### src/rtl/core/lrrb_pkg.sv
// Shared types and constants of the line replay ring buffer.
// No dependencies; imported by the controller, datapath and top level.
package lrrb_pkg;

    typedef enum logic [1:0] {
        OP_READ   = 2'd0,
        OP_MARK   = 2'd1,
        OP_REPLAY = 2'd2,
        OP_NONE   = 2'd3
    } t_op;

    // Stored entry: bit 8 flags end-of-file, bits 7..0 hold the character.
    localparam int unsigned ENTRY_W = 9;
    localparam logic [ENTRY_W-1:0] NEWLINE_ENTRY = 9'h00A;
    localparam logic [ENTRY_W-1:0] EOF_ENTRY     = 9'h100;

    typedef struct packed {
        t_op        op;
        logic [7:0] line_char;
        logic       line_eof;
    } t_in_item;

    typedef struct packed {
        logic [7:0] out_char;
        logic       out_eof;
        logic       from_replay;
        logic       line_taken;
    } t_out_item;

    // Controller to datapath.
    typedef struct packed {
        logic item_load;     // latch accepted item
        logic res_clear;     // result := all zero
        logic buf_clear;     // empty buffer, end replay
        logic replay_start;  // rewind replay to oldest entry
        logic replay_end;    // replay used up
        logic rd_replay;     // read entry at replay index, advance it
        logic rd_drop;       // read entry at oldest index
        logic drop_step;     // discard oldest entry
        logic res_replay;    // result := replayed entry
        logic wr_fresh;      // record fresh item, result := fresh item
        logic out_load;      // move result into output register
    } t_cmd;

    // Datapath to controller.
    typedef struct packed {
        t_op  op;
        logic replay_active;
        logic replay_empty;
        logic count_zero;
        logic full;
        logic rd_eof;
        logic rd_newline;
        logic out_free;
    } t_status;

endpackage

### src/rtl/core/line_replay_ring_buffer.sv
// Top level of the line replay ring buffer: controller plus datapath.
// Depends on lrrb_pkg, lrrb_ctrl, lrrb_datapath (and lrrb_ram below it).
//
//  channel | direction | handshake                 | payload
//  --------+-----------+---------------------------+-----------------------
//  in      | to block  | i_in_valid / o_in_stall   | i_in_data  (t_in_item)
//  out     | from block| o_out_valid / i_out_stall | o_out_data (t_out_item)
//
// From acceptance to a loaded result, mark, replay and the unused op pass
// the decode and final states; a fresh read adds the fullness check and
// the write, a replayed character a replay check and its evaluation, and a
// fresh read after a used-up replay a replay check and the fresh steps. Each
// entry walked, skipped as end-of-file in a replay or dropped on overflow,
// adds a store read and a check, as the store has a registered read port;
// a discard finding no newline adds one more step. A next item can be taken in the cycle after a load.
// Reset clears all indices, counts and the replay flag at once; the entry
// store is not cleared, as only written entries are ever read.
// A new item is taken only when the previous one is finished; a result
// held in the output register under stall does not block acceptance, only
// the loading of the next result.
module line_replay_ring_buffer #(
    parameter int unsigned BUFFER_DEPTH = 256
) (
    input  logic                i_clk,
    input  logic                i_rst_n,
    input  logic                i_in_valid,
    output logic                o_in_stall,
    input  lrrb_pkg::t_in_item  i_in_data,
    output logic                o_out_valid,
    input  logic                i_out_stall,
    output lrrb_pkg::t_out_item o_out_data
);
    import lrrb_pkg::*;

    t_cmd    w_cmd;
    t_status w_status;

    // sequencer: one item at a time, each store entry read in one state and checked in the next
    lrrb_ctrl u_ctrl (
        .i_clk      (i_clk),
        .i_rst_n    (i_rst_n),
        .i_in_valid (i_in_valid),
        .o_in_stall (o_in_stall),
        .i_status   (w_status),
        .o_cmd      (w_cmd)
    );

    // indices, counts, entry store and the output register
    lrrb_datapath #(
        .BUFFER_DEPTH (BUFFER_DEPTH)
    ) u_dp (
        .i_clk       (i_clk),
        .i_rst_n     (i_rst_n),
        .i_in_data   (i_in_data),
        .o_out_valid (o_out_valid),
        .i_out_stall (i_out_stall),
        .o_out_data  (o_out_data),
        .i_cmd       (w_cmd),
        .o_status    (w_status)
    );

    // A fresh item is never recorded into a full buffer.
    a_no_write_when_full: assert property (@(posedge i_clk) disable iff (!i_rst_n)
        w_status.full |-> !w_cmd.wr_fresh)
        else $error("fresh item written into a full buffer");

    // The single read port serves either replay or discard, not both.
    a_one_read: assert property (@(posedge i_clk) disable iff (!i_rst_n)
        !(w_cmd.rd_replay && w_cmd.rd_drop))
        else $error("two store reads in one cycle");

    // A result is loaded only when the output register can take it.
    a_out_load_free: assert property (@(posedge i_clk) disable iff (!i_rst_n)
        w_cmd.out_load |-> w_status.out_free)
        else $error("result loaded over a stalled output item");

    // An accepted item blocks the input in the following cycle.
    a_busy_after_accept: assert property (@(posedge i_clk) disable iff (!i_rst_n)
        (i_in_valid && !o_in_stall) |=> o_in_stall)
        else $error("input not stalled after acceptance");

endmodule

### src/rtl/core/lrrb_ram.sv
// Generic single-write, single-read RAM with registered read data.
// No dependencies.
module lrrb_ram #(
    parameter int unsigned WIDTH = 9,
    parameter int unsigned DEPTH = 256,
    localparam int unsigned AW   = (DEPTH > 1) ? $clog2(DEPTH) : 1
) (
    input  logic             i_clk,
    input  logic             i_wr_en,
    input  logic [AW-1:0]    i_wr_addr,
    input  logic [WIDTH-1:0] i_wr_data,
    input  logic             i_rd_en,
    input  logic [AW-1:0]    i_rd_addr,
    output logic [WIDTH-1:0] o_rd_data
);

    logic [WIDTH-1:0] r_mem [DEPTH];
    logic [WIDTH-1:0] r_rd_data;

    always_ff @(posedge i_clk) begin
        if (i_wr_en) begin
            r_mem[i_wr_addr] <= i_wr_data;
        end
        if (i_rd_en) begin
            r_rd_data <= r_mem[i_rd_addr];
        end
    end

    assign o_rd_data = r_rd_data;

endmodule

### src/rtl/core/lrrb_ctrl.sv
// Sequencing controller of the line replay ring buffer.
// Depends on lrrb_pkg; drives t_cmd from t_status.
module lrrb_ctrl (
    input  logic              i_clk,
    input  logic              i_rst_n,
    input  logic              i_in_valid,
    output logic              o_in_stall,
    input  lrrb_pkg::t_status i_status,
    output lrrb_pkg::t_cmd    o_cmd
);
    import lrrb_pkg::*;

    typedef enum logic [8:0] {
        S_IDLE       = 9'b000000001,
        S_DECODE     = 9'b000000010,
        S_RP_CHECK   = 9'b000000100,
        S_RP_EVAL    = 9'b000001000,
        S_FRESH      = 9'b000010000,
        S_DROP_CHECK = 9'b000100000,
        S_DROP_EVAL  = 9'b001000000,
        S_WRITE      = 9'b010000000,
        S_FIN        = 9'b100000000
    } t_state;

    t_state r_state;
    t_state n_state;
    t_cmd   w_cmd;

    always_comb begin
        n_state = r_state;
        w_cmd   = '0;
        unique case (r_state)
            S_IDLE: begin
                if (i_in_valid) begin
                    w_cmd.item_load = 1'b1;
                    n_state         = S_DECODE;
                end
            end
            S_DECODE: begin
                w_cmd.res_clear = 1'b1;
                unique case (i_status.op)
                    OP_READ:   n_state = i_status.replay_active ? S_RP_CHECK : S_FRESH;
                    OP_MARK: begin
                        w_cmd.buf_clear = 1'b1;
                        n_state         = S_FIN;
                    end
                    OP_REPLAY: begin
                        w_cmd.replay_start = 1'b1;
                        n_state            = S_FIN;
                    end
                    OP_NONE:   n_state = S_FIN;
                    default:   n_state = S_FIN;
                endcase
            end
            S_RP_CHECK: begin
                if (i_status.replay_empty) begin
                    w_cmd.replay_end = 1'b1;
                    n_state          = S_FRESH;
                end else begin
                    w_cmd.rd_replay = 1'b1;
                    n_state         = S_RP_EVAL;
                end
            end
            S_RP_EVAL: begin
                // stored end-of-file entries are skipped
                if (i_status.rd_eof) begin
                    n_state = S_RP_CHECK;
                end else begin
                    w_cmd.res_replay = 1'b1;
                    n_state          = S_FIN;
                end
            end
            S_FRESH: begin
                n_state = i_status.full ? S_DROP_CHECK : S_WRITE;
            end
            S_DROP_CHECK: begin
                if (i_status.count_zero) begin
                    w_cmd.buf_clear = 1'b1;
                    n_state         = S_WRITE;
                end else begin
                    w_cmd.rd_drop = 1'b1;
                    n_state       = S_DROP_EVAL;
                end
            end
            S_DROP_EVAL: begin
                w_cmd.drop_step = 1'b1;
                n_state         = i_status.rd_newline ? S_WRITE : S_DROP_CHECK;
            end
            S_WRITE: begin
                w_cmd.wr_fresh = 1'b1;
                n_state        = S_FIN;
            end
            S_FIN: begin
                if (i_status.out_free) begin
                    w_cmd.out_load = 1'b1;
                    n_state        = S_IDLE;
                end
            end
            default: n_state = S_IDLE;
        endcase
    end

    always_ff @(posedge i_clk) begin
        if (!i_rst_n) begin
            r_state <= S_IDLE;
        end else begin
            r_state <= n_state;
        end
    end

    assign o_in_stall = (r_state != S_IDLE);
    assign o_cmd      = w_cmd;

endmodule

### src/rtl/core/lrrb_datapath.sv
// Indices, counters, entry store and output register of the ring buffer.
// Depends on lrrb_pkg and lrrb_ram; steered by t_cmd from lrrb_ctrl.
module lrrb_datapath #(
    parameter int unsigned BUFFER_DEPTH = 256
) (
    input  logic                i_clk,
    input  logic                i_rst_n,
    input  lrrb_pkg::t_in_item  i_in_data,
    output logic                o_out_valid,
    input  logic                i_out_stall,
    output lrrb_pkg::t_out_item o_out_data,
    input  lrrb_pkg::t_cmd      i_cmd,
    output lrrb_pkg::t_status   o_status
);
    import lrrb_pkg::*;

    localparam int unsigned AW = (BUFFER_DEPTH > 1) ? $clog2(BUFFER_DEPTH) : 1;
    localparam int unsigned CW = $clog2(BUFFER_DEPTH + 1);
    localparam logic [AW-1:0] LAST_IDX = AW'(BUFFER_DEPTH - 1);
    localparam logic [CW-1:0] FULL_CNT = CW'(BUFFER_DEPTH);

    t_in_item     r_item;
    logic [AW-1:0] r_oldest;
    logic [AW-1:0] r_insert;
    logic [CW-1:0] r_count;
    logic [AW-1:0] r_rp_idx;
    logic [CW-1:0] r_rp_rem;
    logic          r_rp_act;
    t_out_item     r_res;
    t_out_item     r_out;
    logic          r_out_valid;

    logic [ENTRY_W-1:0] w_rd_data;
    logic [ENTRY_W-1:0] w_wr_data;
    logic [AW-1:0]      w_rd_addr;

    function automatic logic [AW-1:0] next_slot(input logic [AW-1:0] idx);
        return (idx == LAST_IDX) ? '0 : idx + AW'(1);
    endfunction

    assign w_rd_addr = i_cmd.rd_replay ? r_rp_idx : r_oldest;
    assign w_wr_data = r_item.line_eof ? EOF_ENTRY : {1'b0, r_item.line_char};

    lrrb_ram #(
        .WIDTH (ENTRY_W),
        .DEPTH (BUFFER_DEPTH)
    ) u_store (
        .i_clk     (i_clk),
        .i_wr_en   (i_cmd.wr_fresh),
        .i_wr_addr (r_insert),
        .i_wr_data (w_wr_data),
        .i_rd_en   (i_cmd.rd_replay | i_cmd.rd_drop),
        .i_rd_addr (w_rd_addr),
        .o_rd_data (w_rd_data)
    );

    always_ff @(posedge i_clk) begin
        if (!i_rst_n) begin
            r_oldest    <= '0;
            r_insert    <= '0;
            r_count     <= '0;
            r_rp_idx    <= '0;
            r_rp_rem    <= '0;
            r_rp_act    <= 1'b0;
            r_out_valid <= 1'b0;
        end else begin
            if (i_cmd.buf_clear) begin
                r_oldest <= '0;
                r_insert <= '0;
                r_count  <= '0;
                r_rp_act <= 1'b0;
            end else if (i_cmd.drop_step) begin
                r_oldest <= next_slot(r_oldest);
                r_count  <= r_count - CW'(1);
            end else if (i_cmd.wr_fresh) begin
                r_insert <= next_slot(r_insert);
                r_count  <= r_count + CW'(1);
            end
            if (i_cmd.replay_start) begin
                r_rp_act <= 1'b1;
                r_rp_idx <= r_oldest;
                r_rp_rem <= r_count;
            end else if (i_cmd.replay_end) begin
                r_rp_act <= 1'b0;
            end else if (i_cmd.rd_replay) begin
                r_rp_idx <= next_slot(r_rp_idx);
                r_rp_rem <= r_rp_rem - CW'(1);
            end
            if (i_cmd.out_load) begin
                r_out_valid <= 1'b1;
            end else if (!i_out_stall) begin
                r_out_valid <= 1'b0;
            end
        end
    end

    always_ff @(posedge i_clk) begin
        if (i_cmd.item_load) begin
            r_item <= i_in_data;
        end
        if (i_cmd.res_clear) begin
            r_res <= '0;
        end else if (i_cmd.res_replay) begin
            r_res.out_char    <= w_rd_data[7:0];
            r_res.out_eof     <= 1'b0;
            r_res.from_replay <= 1'b1;
            r_res.line_taken  <= 1'b0;
        end else if (i_cmd.wr_fresh) begin
            r_res.out_char    <= r_item.line_eof ? 8'd0 : r_item.line_char;
            r_res.out_eof     <= r_item.line_eof;
            r_res.from_replay <= 1'b0;
            r_res.line_taken  <= 1'b1;
        end
        if (i_cmd.out_load) begin
            r_out <= r_res;
        end
    end

    always_comb begin
        o_status               = '0;
        o_status.op            = r_item.op;
        o_status.replay_active = r_rp_act;
        o_status.replay_empty  = (r_rp_rem == '0);
        o_status.count_zero    = (r_count == '0);
        o_status.full          = (r_count >= FULL_CNT);
        o_status.rd_eof        = w_rd_data[ENTRY_W-1];
        o_status.rd_newline    = (w_rd_data == NEWLINE_ENTRY);
        o_status.out_free      = !r_out_valid || !i_out_stall;
    end

    assign o_out_valid = r_out_valid;
    assign o_out_data  = r_out;

endmodule

### config.mk
export PLATFORM = sky130hd
export DESIGN_NAME = line_replay_ring_buffer
export DESIGN_NICKNAME = d
export VERILOG_FILES = /design/src/rtl/core/lrrb_pkg.sv /design/src/rtl/core/line_replay_ring_buffer.sv /design/src/rtl/core/lrrb_ram.sv /design/src/rtl/core/lrrb_ctrl.sv /design/src/rtl/core/lrrb_datapath.sv
export SDC_FILE = /design/constraint.sdc
export NUM_CORES = 2
export LEC_CHECK = 0
export BUFFER_PORTS_ARGS = -buffer_cell sky130_fd_sc_hd__buf_2
export CAP_MARGIN = 20
export CORE_MARGIN = 10
export CORE_UTILIZATION = 35
export CTS_BUF_LIST = sky130_fd_sc_hd__clkbuf_4
export DETAILED_ROUTE_END_ITERATION = 8
export HOLD_SLACK_MARGIN = 0.1
export SLEW_MARGIN = 15
export SYNTH_ARGS = -nofsm -noshare
export SYNTH_HDL_FRONTEND = slang
export SYNTH_SLANG_ARGS = --single-unit
### constraint.sdc
create_clock -name i_clk -period 15.86 [get_ports i_clk]
set_input_delay 1.586 -clock i_clk [delete_from_list [all_inputs] [get_ports i_clk]]
set_output_delay 1.586 -clock i_clk [all_outputs]
set_load 0.05 [all_outputs]
==> metrics <==
status=finished with violations; failing checks=design-rule violations; number of I/O pins=28; worst-path cell chain=inv_1, ha_1, nor4b_1, a2111o_2, buf_4, mux2_8, buf_4, buf_4, buf_4, mux2i_1, o22ai_1, nor4_1, o22ai_1, o31ai_1, nand4_1; DR pass1 iterations=9; Placer Congestion=0.894; GRT Total Usage=20.3%; worst skew pair latency=approximately 1.5 ns; initial antenna violation count=19; CP dominant cell by count=buf_4; drt total wl=312,000 um; largest net degree at the start of global routing=189; fraction of layout instances using a drive strength above 1=15.9%; Max Cap Violations=0; Cell Rows=192; core area=273,000 um^2; final period utilization=47.6%; Mapped Cells=roughly 7,000; die area=295,000 um^2; post-cts sizing count=0; CP Buf/Inv Count=5; top cell family by delay on the critical path=buffers and inverters; maximum vdd drop=0.0688 mV; Max clock buf depth=4; largest cells by area after synthesis=edfxtp_1, nand2_1, mux2i_1; # Post-CTS Setup Buffers=0; worst-margin pin slew=approximately 1.4 ns; pwr/cell area=115 nW/um^2; synth warn=0; GRT overflow=0; CP arrival=8.73 ns; top-area cell type share of the netlist area=around three quarters; Inserted Clock Buffers=625; Async SR Flop Fraction=0%; nets=7,560; syn_nets=7,166; Syn-to-layout area delta=12.8%; die height=543 um; metal2 WL=140,000 um; setup TNS=0 ns; most common cell after layout, fill and taps aside=edfxtp_1; Syn Area/Cell=13.4 um^2; critical path class=reg -> reg; CP startpoint kind=flip-flop; commonest cells after routing, fill and taps aside=edfxtp_1, nand2_1, clkbuf_4, a21oi_1, nand3_1; Worst Clk Skew=0.142 ns; Tmin final=between 7 and 8 ns; hpwl dp=182,000 um; Achievable Freq=0.132 GHz; final setup fails=0; worst path required time=17.04 ns; setup ws final=around 8.3 ns; clk root buf=clkbuf_4; fin util=39.6%; Crit-path slowest cell=nor4_1; leakage power=35.6 nW; CTS sink count=2,399; Critical Path Fanout Max=just over 70; worst slack, placed=8.60 ns; RSZ-0062 raised after global routing=no; initial core utilization=35.1%; post-synth cell types=70; Slew HR=6.53%; area of the mapped netlist=95,900 um^2; Hold WS=about 0.29 ns; vias in the first global route=62,200; Clk pin slew, worst setup/hold paths=0.07 ns; initial drt markers=between 9,000 and 10,000; sequential share of the synthesized area=74.5%; wire per inst=about 27 um; DRC violations left=3; cts hold-fix bufs=0; met3 WL=36,200 um; Worst Hold Class=in -> reg; Final Max Slew Viols=0; uppermost routed layer=met5; TritonCTS clock tree=built; port bufs=27; Fin. Hold Viols=0; Crit. End Element=flip-flop; CTS H-Tree Depth=6; first-pass GRT wire length=443,000 um; ys flop type=edfxtp_1; vias per cell=approximately 5.6; number of flops mapped to enable cells by yosys=2,335; Vias=65,000; wl on met1=119,000 um; DIE WIDTH=543 um; post-route ant nets=0; Max stage delay on crit path=0.83 ns; leading area contributor after synthesis=edfxtp_1; Yosys reg bits=2,399
[layer usage]
metal / vias up / global-route usage, %
met1: 32300 / 26.4
met3: 743 / 5.84
met4: 10 / 10.4
met2: 4115 / 30.9
li1: 27900 / -
met5: - / 0
[power by group]
part / switching, mW / leakage (nW) / internal, mW
registers: 0.00195 / 21.8 / 7.00
logic: 0.172 / 9.30 / 0.0167
clock network: 2.50 / 4.52 / 2.71
total: 2.68 / 35.6 / 9.73
[final timing paths]
check | end | startpoint | cells after the start | slack, ns
worst max-delay path | u_dp.u_store.o_rd_data[6]$_DFFE_PP_ | u_dp.r_rp_rem[0]$_SDFFE_PN0P_ | 15 | 8.31
worst min-delay path | u_dp.r_item[7]$_DFFE_PP_ | i_in_data[7] | 1 | 0.29
worst max register to register | u_dp.u_store.o_rd_data[6]$_DFFE_PP_ | u_dp.r_rp_rem[0]$_SDFFE_PN0P_ | 15 | 8.31
worst min register to register | u_dp.o_out_data[0]$_DFFE_PP_ | u_dp.r_res[0]$_SDFFE_PP0P_ | 0 | 0.44
[metrics by stage]
step	total power [mW]	area, um^2	cells
finish	12.4	108000	11500
global placement	7.31	100000	10500
global route	12.8	108000	11500
floorplan	7.28	95900	7135
detailed placement	7.32	100000	10500
CTS	12.5	108000	11500
[cells in the mapped netlist (all sizes together) (6+ instances only)]
master	count
edfxtp	2335
nand2	1684
a21oi	551
nand3	467
nor2	347
mux2i	306
buf	292
clkbuf	174
a31oi	85
o221ai	82
o21ai	74
o22ai	74
nor4	68
dfxtp	64
nor3	44
a22oi	41
nand4	41
a2111oi	39
and3	39
o31ai	38
a221oi	33
o41ai	19
inv	17
nor2b	16
ha	15
a211oi	13
a32oi	13
a221o	12
xnor2	12
o211ai	11
or3	11
a311oi	10
o2111ai	10
or4	10
xor2	8
nand3b	7
o2bb2ai	7
nand2b	6
o32ai	6
[area by class of cell]
class	instances	area [um^2]
Fill cell	25500	165000
Sequential cell	2399	71400
Multi-Input combinational cell	4251	22700
Clock buffer	912	6850
Tap cell	3589	4490
Timing Repair Buffer	233	1940
Clock inverter	120	629
Inverter	19	71.3
Antenna cell	19	47.5
[cell families (layout without fill, tap and decap cells)]
family,count (synthesis),in the layout,synth area share (%)
simple gates,2761,2761,12.1
flops,2399,2399,74.5
compound gates,1143,1143,7.48
buf+inv,485,1284,2.28
mux,311,311,3.28
xor+xnor,20,20,0.183
fa+ha+maj,16,16,0.217
other cells,0,19,0
[flip-flops by register name, summed over array words and instances (netlist names)]
signal / flops
u_dp.o_out_valid: 1
u_dp.r_rp_act: 1
u_dp.o_status: 2
u_dp.r_oldest: 8
u_dp.r_res: 11
u_dp.u_store.r_mem: 2304
u_dp.r_item: 9
u_dp.u_store.o_rd_data: 9
u_dp.r_insert: 8
u_dp.o_out_data: 11
u_dp.r_count: 9
u_dp.r_rp_rem: 9
u_dp.r_rp_idx: 8
u_ctrl.r_state: 9
(Power assumes the default switching activity.)
